<file path="config.mk">
export PLATFORM = sky130hd
export DESIGN_NAME = register_access_ack_retransmit
export DESIGN_NICKNAME = d
export VERILOG_FILES = /design/src/rtl/core/raar_pkg.sv /design/src/rtl/core/raar_front.sv /design/src/rtl/core/raar_queue.sv /design/src/rtl/core/raar_back.sv /design/src/rtl/core/register_access_ack_retransmit.sv
export SDC_FILE = /design/constraint.sdc
export NUM_CORES = 1
export LEC_CHECK = 0
export BUFFER_PORTS_ARGS = -buffer_cell sky130_fd_sc_hd__clkbuf_2
export CAP_MARGIN = 20
export CORE_ASPECT_RATIO = 0.6
export CORE_UTILIZATION = 35
export DETAILED_ROUTE_END_ITERATION = 12
export GPL_TIMING_DRIVEN = 0
export PLACE_DENSITY = 0.62
export RECOVER_POWER = 100
export SYNTH_ARGS = -nofsm -noshare
export SYNTH_HDL_FRONTEND = slang
export SYNTH_SLANG_ARGS = --single-unit
</file>
<file path="constraint.sdc">
create_clock -name clk -period 7.9 [get_ports clk]
set_clock_uncertainty 0.2 [all_clocks]
set_input_delay 0.79 -clock clk [delete_from_list [all_inputs] [get_ports clk]]
set_output_delay 0.79 -clock clk [all_outputs]
set_load 0.005 [all_outputs]
</file>
<file path="src/rtl/core/raar_pkg.sv">
// Shared types and constants for the register access responder.
package raar_pkg;

    // Received mode codes
    localparam logic [2:0] MODE_REPLY_ACK = 3'd1;
    localparam logic [2:0] MODE_READ      = 3'd2;
    localparam logic [2:0] MODE_WRITE     = 3'd3;

    // Result kind codes
    localparam logic [2:0] KIND_REQ_ACK = 3'd0;
    localparam logic [2:0] KIND_ERROR   = 3'd1;
    localparam logic [2:0] KIND_DATA    = 3'd2;
    localparam logic [2:0] KIND_RESEND  = 3'd3;
    localparam logic [2:0] KIND_WRITE   = 3'd4;

    // Configuration register indexes
    localparam logic [1:0] REG_VALID_BASE  = 2'd0;
    localparam logic [1:0] REG_VALID_LIMIT = 2'd1;
    localparam logic [1:0] REG_RETRY_LIMIT = 2'd2;

    // Resend counter saturates here
    localparam logic [3:0] CNT_MAX = 4'hF;

    // Command class decided by the front part
    typedef enum logic [2:0] {
        CLS_NONE,
        CLS_ACK,
        CLS_READ,
        CLS_WRITE,
        CLS_ERROR
    } cls_t;

    typedef struct packed {
        cls_t        cls;
        logic [7:0]  id;
        logic [31:0] addr;
        logic [31:0] value;
    } cmd_t;

    typedef struct packed {
        logic [2:0]  kind;
        logic [7:0]  id;
        logic [31:0] addr;
        logic [31:0] value;
    } result_t;

    typedef struct packed {
        logic [3:0]  resends;
        logic [7:0]  id;
        logic [31:0] addr;
        logic [31:0] value;
    } entry_t;

    typedef struct packed {
        logic [31:0] valid_base;
        logic [31:0] valid_limit;
        logic [3:0]  retry_limit;
    } cfg_t;

    typedef enum logic [2:0] {
        B_IDLE,
        B_ACT,
        B_DATA,
        B_ACK2,
        B_SWEEP,
        B_FIN
    } back_state_t;

endpackage

</file>
<file path="src/rtl/core/raar_front.sv">
// Front part: accepts received items and classifies them into commands.
module raar_front
    import raar_pkg::*;
(
    input  logic        cmd_valid,
    output logic        cmd_stall,
    input  logic [2:0]  mode,
    input  logic [7:0]  pack_id,
    input  logic [31:0] reg_addr,
    input  logic [31:0] write_value,
    input  logic [31:0] read_value,
    input  cfg_t        cfg,
    input  logic        q_full,
    output logic        q_push,
    output cmd_t        q_data
);

    logic in_window;

    // Hold off the sender while the queue is full
    assign cmd_stall = q_full;
    assign q_push    = cmd_valid && !q_full;

    assign in_window = (reg_addr >= cfg.valid_base) && (reg_addr <= cfg.valid_limit);

    // Classify the item and pick the value it carries
    always_comb
    begin
        q_data.id    = pack_id;
        q_data.addr  = reg_addr;
        q_data.value = read_value;
        case (mode)
            MODE_REPLY_ACK: q_data.cls = CLS_ACK;
            MODE_READ:      q_data.cls = CLS_READ;
            MODE_WRITE:
            begin
                q_data.cls   = in_window ? CLS_WRITE : CLS_ERROR;
                q_data.value = write_value;
            end
            default:        q_data.cls = CLS_NONE;
        endcase
    end

endmodule

</file>
<file path="src/rtl/core/raar_queue.sv">
// Two-entry command queue between the front and back parts.
module raar_queue
    import raar_pkg::*;
(
    input  logic clk,
    input  logic rst_n,
    input  logic push,
    input  cmd_t push_data,
    output logic full,
    input  logic pop,
    output cmd_t pop_data,
    output logic empty
);

    cmd_t       slot_reg [2];
    logic       wr_ptr_reg;
    logic       wr_ptr_next;
    logic       rd_ptr_reg;
    logic       rd_ptr_next;
    logic [1:0] count_reg;
    logic [1:0] count_next;

    assign full     = (count_reg == 2'd2);
    assign empty    = (count_reg == 2'd0);
    assign pop_data = slot_reg[rd_ptr_reg];

    // Advance pointers and occupancy
    always_comb
    begin
        wr_ptr_next = push ? !wr_ptr_reg : wr_ptr_reg;
        rd_ptr_next = pop ? !rd_ptr_reg : rd_ptr_reg;
        count_next  = count_reg;
        if (push && !pop)
        begin
            count_next = count_reg + 2'd1;
        end
        else if (pop && !push)
        begin
            count_next = count_reg - 2'd1;
        end
    end

    always_ff @(posedge clk or negedge rst_n)
    begin
        if (!rst_n)
        begin
            wr_ptr_reg <= 1'b0;
            rd_ptr_reg <= 1'b0;
            count_reg  <= 2'd0;
        end
        else
        begin
            wr_ptr_reg <= wr_ptr_next;
            rd_ptr_reg <= rd_ptr_next;
            count_reg  <= count_next;
        end
    end

    // Store pushed commands
    always_ff @(posedge clk)
    begin
        if (push)
        begin
            slot_reg[wr_ptr_reg] <= push_data;
        end
    end

endmodule

</file>
<file path="src/rtl/core/raar_back.sv">
// Back part: carries out commands, owns the retransmit table, emits results.
module raar_back
    import raar_pkg::*;
#(
    parameter int TABLE_ENTRIES = 8
)
(
    input  logic        clk,
    input  logic        rst_n,
    input  cfg_t        cfg,
    input  logic        q_empty,
    input  cmd_t        q_data,
    output logic        q_pop,
    output logic        rsp_valid,
    input  logic        rsp_stall,
    output logic [2:0]  kind,
    output logic [7:0]  out_id,
    output logic [31:0] out_addr,
    output logic [31:0] out_value,
    output logic        last
);

    localparam int IDX_W = (TABLE_ENTRIES > 1) ? $clog2(TABLE_ENTRIES) : 1;
    localparam logic [IDX_W-1:0] LAST_IDX = IDX_W'(TABLE_ENTRIES - 1);

    back_state_t state_reg;
    back_state_t state_next;

    cmd_t                 cmd_reg;
    logic [IDX_W-1:0]     idx_reg;
    logic [IDX_W-1:0]     idx_next;
    logic [TABLE_ENTRIES-1:0] waiting_reg;
    logic                 hold_valid_reg;
    logic                 hold_valid_next;
    result_t              hold_reg;
    logic                 out_valid_reg;
    logic                 out_valid_next;
    result_t              out_reg;
    logic                 out_last_reg;

    // Table memory and its registered read port
    entry_t               table_mem [TABLE_ENTRIES];
    entry_t               rd_q;
    logic [IDX_W-1:0]     rd_addr;
    logic                 mem_we;
    logic [IDX_W-1:0]     mem_waddr;
    entry_t               mem_wdata;

    logic                 can_push;
    logic                 res_req;
    result_t              res_new;
    logic                 step_ok;
    logic                 fin_push;
    logic                 push_out;
    logic                 wait_set;
    logic                 wait_clr;
    logic [IDX_W-1:0]     wait_idx;
    logic                 free_found;
    logic [IDX_W-1:0]     free_idx;

    assign can_push = !out_valid_reg || !rsp_stall;
    assign step_ok  = !res_req || !hold_valid_reg || can_push;

    // Find the lowest free table entry
    always_comb
    begin
        free_found = 1'b0;
        free_idx   = '0;
        for (int i = TABLE_ENTRIES - 1; i >= 0; i--)
        begin
            if (!waiting_reg[i])
            begin
                free_found = 1'b1;
                free_idx   = IDX_W'(i);
            end
        end
    end

    // Next state
    always_comb
    begin
        state_next = state_reg;
        case (state_reg)
            B_IDLE:
            begin
                if (!q_empty)
                begin
                    state_next = B_ACT;
                end
            end
            B_ACT:
            begin
                case (cmd_reg.cls)
                    CLS_READ:  state_next = B_DATA;
                    CLS_WRITE: state_next = B_ACK2;
                    default:   state_next = B_SWEEP;
                endcase
            end
            B_DATA, B_ACK2:
            begin
                if (step_ok)
                begin
                    state_next = B_SWEEP;
                end
            end
            B_SWEEP:
            begin
                if (step_ok && (idx_reg == LAST_IDX))
                begin
                    state_next = B_FIN;
                end
            end
            B_FIN:
            begin
                if (!hold_valid_reg || can_push)
                begin
                    state_next = B_IDLE;
                end
            end
            default: state_next = B_IDLE;
        endcase
    end

    // Per-state actions: results, table writes, waiting bit changes
    always_comb
    begin
        q_pop     = 1'b0;
        res_req   = 1'b0;
        res_new   = '0;
        fin_push  = 1'b0;
        mem_we    = 1'b0;
        mem_waddr = idx_reg;
        mem_wdata = rd_q;
        wait_set  = 1'b0;
        wait_clr  = 1'b0;
        wait_idx  = idx_reg;
        rd_addr   = '0;
        case (state_reg)
            B_IDLE:
            begin
                q_pop = !q_empty;
            end
            B_ACT:
            begin
                res_new.id = cmd_reg.id;
                case (cmd_reg.cls)
                    CLS_READ:
                    begin
                        res_req      = 1'b1;
                        res_new.kind = KIND_REQ_ACK;
                        // Park the data frame in the first free entry
                        if (free_found)
                        begin
                            mem_we    = 1'b1;
                            mem_waddr = free_idx;
                            mem_wdata = '{resends: '0, id: cmd_reg.id,
                                          addr: cmd_reg.addr, value: cmd_reg.value};
                            wait_set  = 1'b1;
                            wait_idx  = free_idx;
                        end
                    end
                    CLS_WRITE:
                    begin
                        res_req       = 1'b1;
                        res_new.kind  = KIND_WRITE;
                        res_new.addr  = cmd_reg.addr;
                        res_new.value = cmd_reg.value;
                    end
                    CLS_ERROR:
                    begin
                        res_req      = 1'b1;
                        res_new.kind = KIND_ERROR;
                    end
                    default:
                    begin
                        res_req = 1'b0;
                    end
                endcase
            end
            B_DATA:
            begin
                res_req       = 1'b1;
                res_new.kind  = KIND_DATA;
                res_new.id    = cmd_reg.id;
                res_new.addr  = cmd_reg.addr;
                res_new.value = cmd_reg.value;
            end
            B_ACK2:
            begin
                res_req      = 1'b1;
                res_new.kind = KIND_REQ_ACK;
                res_new.id   = cmd_reg.id;
            end
            B_SWEEP:
            begin
                res_new = '{kind: KIND_RESEND, id: rd_q.id, addr: rd_q.addr,
                            value: rd_q.value};
                if (waiting_reg[idx_reg])
                begin
                    if ((cmd_reg.cls == CLS_ACK) && (rd_q.id == cmd_reg.id))
                    begin
                        // Drop entries matched by a reply acknowledgment
                        wait_clr = 1'b1;
                    end
                    else if (rd_q.resends == '0)
                    begin
                        // Freshly stored: arm it, send nothing
                        mem_we            = 1'b1;
                        mem_wdata.resends = 4'd1;
                    end
                    else if (rd_q.resends > cfg.retry_limit)
                    begin
                        wait_clr = 1'b1;
                    end
                    else
                    begin
                        res_req           = 1'b1;
                        mem_we            = step_ok;
                        mem_wdata.resends = (rd_q.resends < CNT_MAX) ?
                                            rd_q.resends + 4'd1 : rd_q.resends;
                    end
                end
                // Read ahead to the next entry once this one is done
                if (!step_ok)
                begin
                    rd_addr = idx_reg;
                end
                else if (idx_reg != LAST_IDX)
                begin
                    rd_addr = idx_reg + IDX_W'(1);
                end
            end
            B_FIN:
            begin
                fin_push = hold_valid_reg && can_push;
            end
            default:
            begin
                q_pop = 1'b0;
            end
        endcase
    end

    // Hold the newest result until the next one shows whether it is the last
    always_comb
    begin
        push_out        = (res_req && hold_valid_reg && can_push) || fin_push;
        hold_valid_next = hold_valid_reg;
        if (res_req && step_ok)
        begin
            hold_valid_next = 1'b1;
        end
        else if (fin_push)
        begin
            hold_valid_next = 1'b0;
        end
        out_valid_next = push_out ? 1'b1 : (out_valid_reg && rsp_stall);
        idx_next       = idx_reg;
        if ((state_reg == B_SWEEP) && step_ok)
        begin
            idx_next = (idx_reg == LAST_IDX) ? '0 : idx_reg + IDX_W'(1);
        end
    end

    // Control registers
    always_ff @(posedge clk or negedge rst_n)
    begin
        if (!rst_n)
        begin
            state_reg      <= B_IDLE;
            idx_reg        <= '0;
            waiting_reg    <= '0;
            hold_valid_reg <= 1'b0;
            out_valid_reg  <= 1'b0;
        end
        else
        begin
            state_reg      <= state_next;
            idx_reg        <= idx_next;
            hold_valid_reg <= hold_valid_next;
            out_valid_reg  <= out_valid_next;
            if (wait_set)
            begin
                waiting_reg[wait_idx] <= 1'b1;
            end
            else if (wait_clr)
            begin
                waiting_reg[wait_idx] <= 1'b0;
            end
        end
    end

    // Payload registers
    always_ff @(posedge clk)
    begin
        if (q_pop)
        begin
            cmd_reg <= q_data;
        end
        if (res_req && step_ok)
        begin
            hold_reg <= res_new;
        end
        if (push_out)
        begin
            out_reg      <= hold_reg;
            out_last_reg <= fin_push;
        end
    end

    // Table memory: one write, one registered read per cycle
    always_ff @(posedge clk)
    begin
        if (mem_we)
        begin
            table_mem[mem_waddr] <= mem_wdata;
        end
        rd_q <= table_mem[rd_addr];
    end

    assign rsp_valid = out_valid_reg;
    assign kind      = out_reg.kind;
    assign out_id    = out_reg.id;
    assign out_addr  = out_reg.addr;
    assign out_value = out_reg.value;
    assign last      = out_last_reg;

endmodule

</file>
<file path="src/rtl/core/register_access_ack_retransmit.sv">
// Each result is held until the next one shows whether it is the last. The retransmit sweep
// reads one table entry per cycle while the output is not stalled; a two-entry queue lets the
// front take items while the back sweeps. Reset clears control state and all waiting flags and
// returns the configuration to its defaults; table contents stay undefined and need no
// clearing pass.
module register_access_ack_retransmit
    import raar_pkg::*;
#(
    parameter int TABLE_ENTRIES = 8
)
(
    input  logic        clk,
    input  logic        rst_n,
    input  logic        psel,
    input  logic        penable,
    input  logic        pwrite,
    input  logic [3:0]  paddr,
    input  logic [31:0] pwdata,
    output logic [31:0] prdata,
    output logic        pready,
    input  logic        cmd_valid,
    output logic        cmd_stall,
    input  logic [2:0]  mode,
    input  logic [7:0]  pack_id,
    input  logic [31:0] reg_addr,
    input  logic [31:0] write_value,
    input  logic [31:0] read_value,
    output logic        rsp_valid,
    input  logic        rsp_stall,
    output logic [2:0]  kind,
    output logic [7:0]  out_id,
    output logic [31:0] out_addr,
    output logic [31:0] out_value,
    output logic        last
);

    cfg_t cfg_reg;
    logic wr_en;
    logic q_full;
    logic q_empty;
    logic q_push;
    logic q_pop;
    cmd_t q_in;
    cmd_t q_out;

    assign pready = 1'b1;
    assign wr_en  = psel && penable && pwrite;

    // Write configuration registers
    always_ff @(posedge clk or negedge rst_n)
    begin
        if (!rst_n)
        begin
            cfg_reg.valid_base  <= 32'h0000_0000;
            cfg_reg.valid_limit <= 32'hFFFF_FFFF;
            cfg_reg.retry_limit <= 4'd3;
        end
        else if (wr_en)
        begin
            case (paddr[3:2])
                REG_VALID_BASE:  cfg_reg.valid_base  <= pwdata;
                REG_VALID_LIMIT: cfg_reg.valid_limit <= pwdata;
                REG_RETRY_LIMIT: cfg_reg.retry_limit <= pwdata[3:0];
                default:         cfg_reg.retry_limit <= cfg_reg.retry_limit;
            endcase
        end
    end

    // Read back configuration registers
    always_comb
    begin
        case (paddr[3:2])
            REG_VALID_BASE:  prdata = cfg_reg.valid_base;
            REG_VALID_LIMIT: prdata = cfg_reg.valid_limit;
            REG_RETRY_LIMIT: prdata = {28'd0, cfg_reg.retry_limit};
            default:         prdata = 32'd0;
        endcase
    end

    raar_front u_front (
        .cmd_valid   (cmd_valid),
        .cmd_stall   (cmd_stall),
        .mode        (mode),
        .pack_id     (pack_id),
        .reg_addr    (reg_addr),
        .write_value (write_value),
        .read_value  (read_value),
        .cfg         (cfg_reg),
        .q_full      (q_full),
        .q_push      (q_push),
        .q_data      (q_in)
    );

    raar_queue u_queue (
        .clk       (clk),
        .rst_n     (rst_n),
        .push      (q_push),
        .push_data (q_in),
        .full      (q_full),
        .pop       (q_pop),
        .pop_data  (q_out),
        .empty     (q_empty)
    );

    raar_back #(
        .TABLE_ENTRIES (TABLE_ENTRIES)
    ) u_back (
        .clk       (clk),
        .rst_n     (rst_n),
        .cfg       (cfg_reg),
        .q_empty   (q_empty),
        .q_data    (q_out),
        .q_pop     (q_pop),
        .rsp_valid (rsp_valid),
        .rsp_stall (rsp_stall),
        .kind      (kind),
        .out_id    (out_id),
        .out_addr  (out_addr),
        .out_value (out_value),
        .last      (last)
    );

endmodule

</file>
Yosys cells after proc, flatten, opt, wreduce, memory -nomap -nowiden
Memory sizes are Yosys's and may differ from the RTL's. A register that Yosys moved wholly into a read port is not among the register bits. Index checks and enable logic that the tools add are counted.

Add/sub/neg operators: 4. Magnitude comparators: 7. Bitwise operators: 3. Mux-type cells: 82. Equality and inequality tests: 22. Reductions and logical operators: 43.

Operator list (number): case mux 64 bit (3 select lines) (1); 2-to-1 mux 76 bit (2); case mux 32 bit (3 select lines) (1); 2-to-1 mux 72 bit (1); 2-to-1 mux 64 bit (1); 2-to-1 mux 3 bit (20); case mux 11 bit (4 select lines) (1); 2-to-1 mux 1 bit (36); greater-or-equal comparator 32 bit (1); <= comparator 32 bit (1); 2-to-1 mux 32 bit (1); 2-to-1 mux 4 bit (5); == test 3 x 2 -> 1 bit, second input constant (6); 2-to-1 mux 8 bit (2); logical AND 1 bit (15); case mux 3 bit (5 select lines) (1); == test 3 bit, second input constant (4); case mux 3 bit (2 select lines) (2); logical NOT 1 bit (10); == test 3 x 1 -> 1 bit, second input constant (3); case mux 3 bit (3 select lines) (1); bitwise AND 8 bit (1); == test 8 bit (1); < comparator 3 x 4 -> 1 bit, second input constant (2); 29 further kinds (42).

Memories: 2. Output and inout bits: 111. Logic and storage cells: 183. Bits in writable memories: 758. Bits of input ports: 150. Register bits after elaboration: 239.

Memory list: u_back.table_mem (words 8, bits a word 76, rd ports 1, clocked after memory_dff 1, wr ports 1, line raar_back.sv:42) `entry_t table_mem [TABLE_ENTRIES];`; u_queue.slot_reg (words 2, bits a word 75, rd ports 1, clocked after memory_dff 1, wr ports 1, line raar_queue.sv:15) `cmd_t slot_reg [2];`.

Logic depth before layout (Yosys ltp)
Depth in word-level cells: 19. Mapped depth: 13.

Hierarchy
Synthesis repeated with hierarchy kept, for this count alone.

Cell total of the unflattened synthesis: 3108. Area total of the unflattened synthesis: 46012.9 µm².

By module, submodules not included: raar_back (area each 34670.8 µm², cells an instance 2324, times used 1, seq. area each 26965.9 µm²); raar_queue (area each 5753.0 µm², cells an instance 249, times used 1, seq. area each 4604.4 µm²); register_access_ack_retransmit (area each 3224.3 µm², cells an instance 226, times used 1, seq. area each 1744.2 µm²); raar_front (area each 2364.8 µm², cells an instance 309, times used 1, seq. area each 0.0 µm²).

Worst setup path after synthesis
Ideal clock, no wire load.

Path type: register to register. Start point: reg u_back.state_reg[1]. End point: reg u_queue.count_reg[1]. Stages on the path, launching flop included: 10. Library setup time: 0.079 ns. Slack: 0.318 ns. Buffers on the path: 2. Data arrival time: 7.303 ns. Clock period less this slack: 7.582 ns. Data required time: 7.621 ns. Cells stage by stage: dfrtp_1 clkbuf_1 or2_2 clkbuf_1 nor3_1 inv_1 ha_1 xor2_1 nor2_1 xor2_1.

Word-level cells in the longest chain between the ends: 5. Elaborated cells on any way between the ends: 7. Those cells by class: mux: 2; reduce/logical: 5.

RTL lines: from (decl) (line raar_back.sv:26) `back_state_t state_reg;`; from (signal assigned) (line raar_back.sv:278) `state_reg <= state_next;`; logical NOT 3 bit * (line raar_back.sv:138) `case (state_reg)`; 2-to-1 mux 1 bit * (line raar_back.sv:138); via q_pop (line register_access_ack_retransmit.sv:42) `logic q_pop;`; logical NOT 1 bit (line raar_queue.sv:33) `if (push && !pop)`; logical AND 1 bit (line raar_queue.sv:33); 2-to-1 mux 2 bit / nonzero test 2 bit (equally long branches); to (signal assigned) (line raar_queue.sv:55) `count_reg <= count_next;`; to (decl) (line raar_queue.sv:20) `logic [1:0] count_reg;`.

The timed path passes the listed nets; every way through them passes the cells marked *. A chain may end at the register's enable or synchronous reset.

Final worst setup path
Start point: reg u_back.state_reg[0]. End point: mem u_back.table_mem[4][24] (netlist name), enable pin.

Word-level cells in the longest chain between the ends: 13. Elaborated cells on any way between the ends: 17. Those cells by class: eq/ne: 4; mux: 9; reduce/logical: 4.

RTL lines: == test 3 x 2 -> 1 bit (line raar_back.sv:138); OR reduction 2 bit (no source line); case mux 1 bit (3 select lines) (line raar_back.sv:138); logical NOT 1 bit (line raar_back.sv:62) `assign step_ok = !res_req || !hold_valid_reg || can_push;`; logical OR 1 bit (2 in series) (line raar_back.sv:62); 2-to-1 mux 1 bit (line raar_back.sv:211) `else if (rd_q.resends > cfg.retry_limit)`; 2-to-1 mux 1 bit (line raar_back.sv:205) `else if (rd_q.resends == '0)`; 2-to-1 mux 1 bit (line raar_back.sv:200) `if ((cmd_reg.cls == CLS_ACK) && (rd_q.id == cmd_reg.id))`; 2-to-1 mux 1 bit (line raar_back.sv:198) `if (waiting_reg[idx_reg])`; case mux 1 bit (2 select lines) (line raar_back.sv:138); 2-to-1 mux 1 bit (line raar_back.sv:314) `if (mem_we)`; 2-to-1 mux 1 bit (implied by the code) (line raar_back.sv:316) `table_mem[mem_waddr] <= mem_wdata;`; to (decl) (line raar_back.sv:42).

Several ways; a longest one is shown, not always the timed one.

==> metrics.txt <==
# TYPE chip_impl_metric gauge
chip_impl_info{name="hold_path_startpoint",value="pack_id[2]"} 1
chip_impl_info{name="worst_r2r_endpoint",value="u_back.table_mem[4][24]"} 1
chip_impl_metric{name="slew_headroom",unit=""} -1.26
chip_impl_metric{name="routed_wire_length_per_instance",unit="µm"} 23.3
chip_impl_metric{name="longest_clk_path_bufs",unit=""} 3
chip_impl_info{name="worst_setup_path_start_kind",value="flip-flop"} 1
chip_impl_info{name="clk_root_buffer_cell",value="clkbuf_16"} 1
chip_impl_metric{name="drt_wl_total",unit="mm"} 120
chip_impl_metric{name="synth.cell_area",unit="µm²"} 45200
chip_impl_metric{name="via_count",unit=""} 26400
chip_impl_info{name="hold_path.class",value="in2reg"} 1
chip_impl_metric{name="max_slew.worst_pin.slew",unit="ns"} 3.40
chip_impl_metric{name="max_ffs_per_register",unit=""} 608
chip_impl_metric{name="antenna_left",unit=""} 0
chip_impl_metric{name="via_count_of_the_first_global_routing_pass",unit=""} 25700
chip_impl_metric{name="num-fill-cells",unit=""} 11500
chip_impl_metric{name="start_util",unit=""} 0.355
chip_impl_metric{name="async_flop_share",unit=""} 0.0767
chip_impl_metric{name="postSynthRegisterBits",unit=""} 1148
chip_impl_metric{name="number_of_buffers_inserted_during_clock_tree_synthesis",unit=""} 111
chip_impl_metric{name="final_nets",unit=""} 3585
chip_impl_info{name="yosys_most_used_dff",value="edfxtp_1"} 1
chip_impl_info{name="failed_checks",value="capacitance limit, slew limit"} 1
chip_impl_metric{name="syn_nets",unit=""} 3166
chip_impl_metric{name="final-max-slew-violation-count",unit=""} 401
chip_impl_info{name="worst_r2r_startpoint",value="u_back.state_reg[0]"} 1
chip_impl_metric{name="grt_util_all_layers",unit=""} 0.182
chip_impl_metric{name="timing.critical_path.arrival",unit="ns"} 6.14
chip_impl_metric{name="areaGrowthSynthToFinish",unit="%"} 17.0
chip_impl_metric{name="worst_hold_path.num_cells",unit=""} 1
chip_impl_info{name="holdPathEnd",value="u_queue.slot_reg[1][66]"} 1
chip_impl_metric{name="clock.fmax",unit="MHz"} 166
chip_impl_info{name="timing.critical_path.to_type",value="flip-flop"} 1
chip_impl_metric{name="placement.io_buffers",unit=""} 255
chip_impl_metric{name="finalCritPeriodShare",unit=""} 0.762
chip_impl_metric{name="cts_post_setup_buffers_inserted",unit=""} 0
chip_impl_metric{name="place_congestion",unit=""} 0.855
chip_impl_metric{name="die-height",unit="µm"} 280
chip_impl_metric{name="postLayoutSetupSlackWorst",unit="ns"} 1.88
chip_impl_metric{name="worst_path_clk_slew",unit="ns"} 0.06
chip_impl_metric{name="rrSetupSlack",unit="ns"} 1.88
chip_impl_metric{name="final_area",unit="µm²"} 52900
chip_impl_metric{name="detail_route.first_pass.iterations",unit=""} 6
chip_impl_metric{name="chipWidth",unit="µm"} 466
chip_impl_metric{name="final_hold_viol_count",unit=""} 0
chip_impl_metric{name="worstSkewPairLatency",unit="ns"} 0.72
chip_impl_info{name="most-common-layout-cells",value="edfxtp_1 (984), nand2_1 (474), clkbuf_1 (252), mux2_2 (217), clkbuf_2 (150)"} 1
chip_impl_metric{name="post-route-min-period",unit="ns"} 6.02
chip_impl_metric{name="synth.avg_cell_area",unit="µm²"} 15.4
chip_impl_metric{name="post-route-drc-count",unit=""} 0
chip_impl_metric{name="pwr_density_cell",unit="nW/µm²"} 382
chip_impl_metric{name="setup_viol",unit=""} 0
chip_impl_metric{name="core_area",unit="µm²"} 127000
chip_impl_metric{name="static_leak",unit="nW"} 19.0
chip_impl_metric{name="post_cts_hold_buffer_count",unit=""} 1
chip_impl_info{name="cts_tree",value="done"} 1
chip_impl_metric{name="finalCoreUtilization",unit=""} 0.415
chip_impl_metric{name="hpwlAfterDp",unit="mm"} 83.8
chip_impl_metric{name="grt_antenna_before_repair",unit=""} 5
chip_impl_metric{name="grt_pass1_wl",unit="mm"} 174
chip_impl_metric{name="timing.max_cap.violations",unit=""} 15
chip_impl_metric{name="gr-total-overflow",unit=""} 0
chip_impl_info{name="rsz0062_at_grt",value="no"} 1
chip_impl_metric{name="h_tree_depth_reported_by_cts",unit=""} 3
chip_impl_metric{name="postSynthCellCount",unit=""} 2943
chip_impl_metric{name="number_of_synthesized_flops_with_an_enable_pin",unit=""} 984
chip_impl_metric{name="io_pins",unit=""} 261
chip_impl_metric{name="cp_max_fanout",unit=""} 19
chip_impl_metric{name="clock-sinks",unit=""} 1148
chip_impl_metric{name="netlist-cell-type-count",unit=""} 57
chip_impl_info{name="timing_worst_setup_path_type",value="reg2reg"} 1
chip_impl_metric{name="placement_rows",unit=""} 101
chip_impl_metric{name="routed_via_density",unit=""} 5.12
chip_impl_metric{name="synth.yosys.seq_area_share",unit=""} 0.737
chip_impl_metric{name="synth-warning-count",unit=""} 0
chip_impl_metric{name="initialDrtViolationCount",unit=""} 2445
chip_impl_info{name="outcome",value="complete, but fails checks"} 1
chip_impl_info{name="layout.cells.most_common",value="edfxtp_1"} 1
chip_impl_metric{name="critPathRequiredTime",unit="ns"} 8.03
chip_impl_metric{name="pin_count_of_the_biggest_net_entering_global_routing",unit=""} 55
chip_impl_metric{name="totalNegativeSetupSlack",unit="ns"} 0
chip_impl_metric{name="post_cts_resized",unit=""} 0
chip_impl_metric{name="worst_r2r_path_depth",unit=""} 10
chip_impl_metric{name="vdd_drop_max",unit="µV"} 206
chip_impl_metric{name="pre_cts_ws",unit="ns"} 3.15
chip_impl_metric{name="placement_cell_area",unit="µm²"} 49600
chip_impl_metric{name="design.die.area",unit="µm²"} 131000
chip_impl_metric{name="layout-drive-gt1-share",unit=""} 0.185
cells in the mapped netlist (4+ instances only):
cell | number | area [µm²]
edfxtp_1 | 984 | 29500
nand2_1 | 474 | 1780
mux2_2 | 269 | 3030
nor2_1 | 125 | 469
mux2i_1 | 109 | 1090
o21ai_0 | 105 | 526
clkbuf_1 | 94 | 353
o22ai_1 | 79 | 494
a32o_1 | 78 | 781
dfxtp_1 | 76 | 1520
inv_1 | 76 | 285
ha_1 | 73 | 913
a22o_1 | 65 | 569
dfrtp_1 | 54 | 1350
a21oi_1 | 42 | 210
dfstp_2 | 34 | 893
buf_2 | 30 | 150
a21o_1 | 22 | 165
nand3_1 | 15 | 75.1
nand4_1 | 15 | 93.8
buf_1 | 13 | 48.8
nor2b_1 | 12 | 75.1
xor2_1 | 11 | 96.3
buf_4 | 9 | 67.6
nor3_1 | 9 | 45.0
nand2b_1 | 8 | 50.1
a31oi_1 | 6 | 37.5
nand3b_1 | 6 | 45.0
o21ai_1 | 6 | 30.0
and3_1 | 4 | 25.0
per-layer routing:
layer	global-route usage	routed length (µm)
met1	0.269	56100
met2	0.261	50700
met3	0.0506	10900
met4	0.0458	2700
met5	0	13
critical path, cell delays in order, from the launching register on:
cell	delay (ns)
dfrtp_1	0.36
clkbuf_1	0.33
nor2b_1	0.22
nand2_1	0.11
nor3_1	0.38
o21ai_0	0.42
and2_0	0.30
a31oi_1	0.51
nand3_1	0.22
nor2_1	1.47
clkbuf_1	1.09
how the worst max path moves through the flow:
| stage | end | slack, ns | start | cells after the start |
|---|---|---|---|---|
| finish | u_back.table_mem[4][24] | 1.88 | u_back.state_reg[0] | 10 |
| detailed placement | u_back.rd_q[32] | 3.15 | u_back.cmd_reg[68] | 11 |
| floorplan | u_queue.count_reg[1] | 0.32 | u_back.state_reg[1] | 9 |
| CTS | u_back.rd_q[32] | 3.11 | cfg_reg[1] | 13 |
| global placement | u_queue.count_reg[1] | -4.06 | u_back.state_reg[1] | 8 |
| global route | u_back.table_mem[4][16] | 1.58 | u_back.state_reg[0] | 10 |
logic make-up (layout without fill, tap and decap cells):
family / Yosys count / in the layout / share of synthesized area
AO/OA/AOI/OAI: 416 / 416 / 0.0650
flip-flops: 1148 / 1148 / 0.737
adder cells (fa/ha/maj): 73 / 73 / 0.0202
XOR/XNOR: 13 / 13 / 0.00252
buffers and inverters: 222 / 737 / 0.0200
multiplexers: 382 / 382 / 0.0930
AND/OR/NAND/NOR: 688 / 688 / 0.0621
other: 1 / 3 / 0.0000830
cell type report:
| type | count | area (µm²) | share of cell area |
|---|---|---|---|
| tap | 1699 | 2130 | 0.0402 |
| buffer | 146 | 608 | 0.0115 |
| timing repair buffer | 306 | 1710 | 0.0324 |
| antenna | 2 | 5.00 | 0.0000947 |
| inverter | 76 | 285 | 0.00540 |
| multi-input combinational | 1573 | 10900 | 0.207 |
| clock buffer | 136 | 3020 | 0.0572 |
| clock inverter | 73 | 855 | 0.0162 |
| sequential | 1148 | 33300 | 0.630 |
where the power goes:
group / internal (mW) / total (mW) / switching [mW]
combinational: 1.64 / 5.16 / 3.52
sequential: 8.75 / 9.44 / 0.692
clock: 3.23 / 5.56 / 2.34
total: 13.6 / 20.2 / 6.55
stage by stage:
stage | power (mW) | instances | hold WS (ns)
detailed placement | 14.9 | 4944 | 0.205
global route | 21.0 | 5158 | 0.0375
floorplan | 12.5 | 2943 | 0.200
CTS | 20.5 | 5154 | 0.0198
finish | 20.2 | 5159 | 0.0596
global placement | 14.7 | 4897 | 0.203
(Power assumes the default switching activity.)
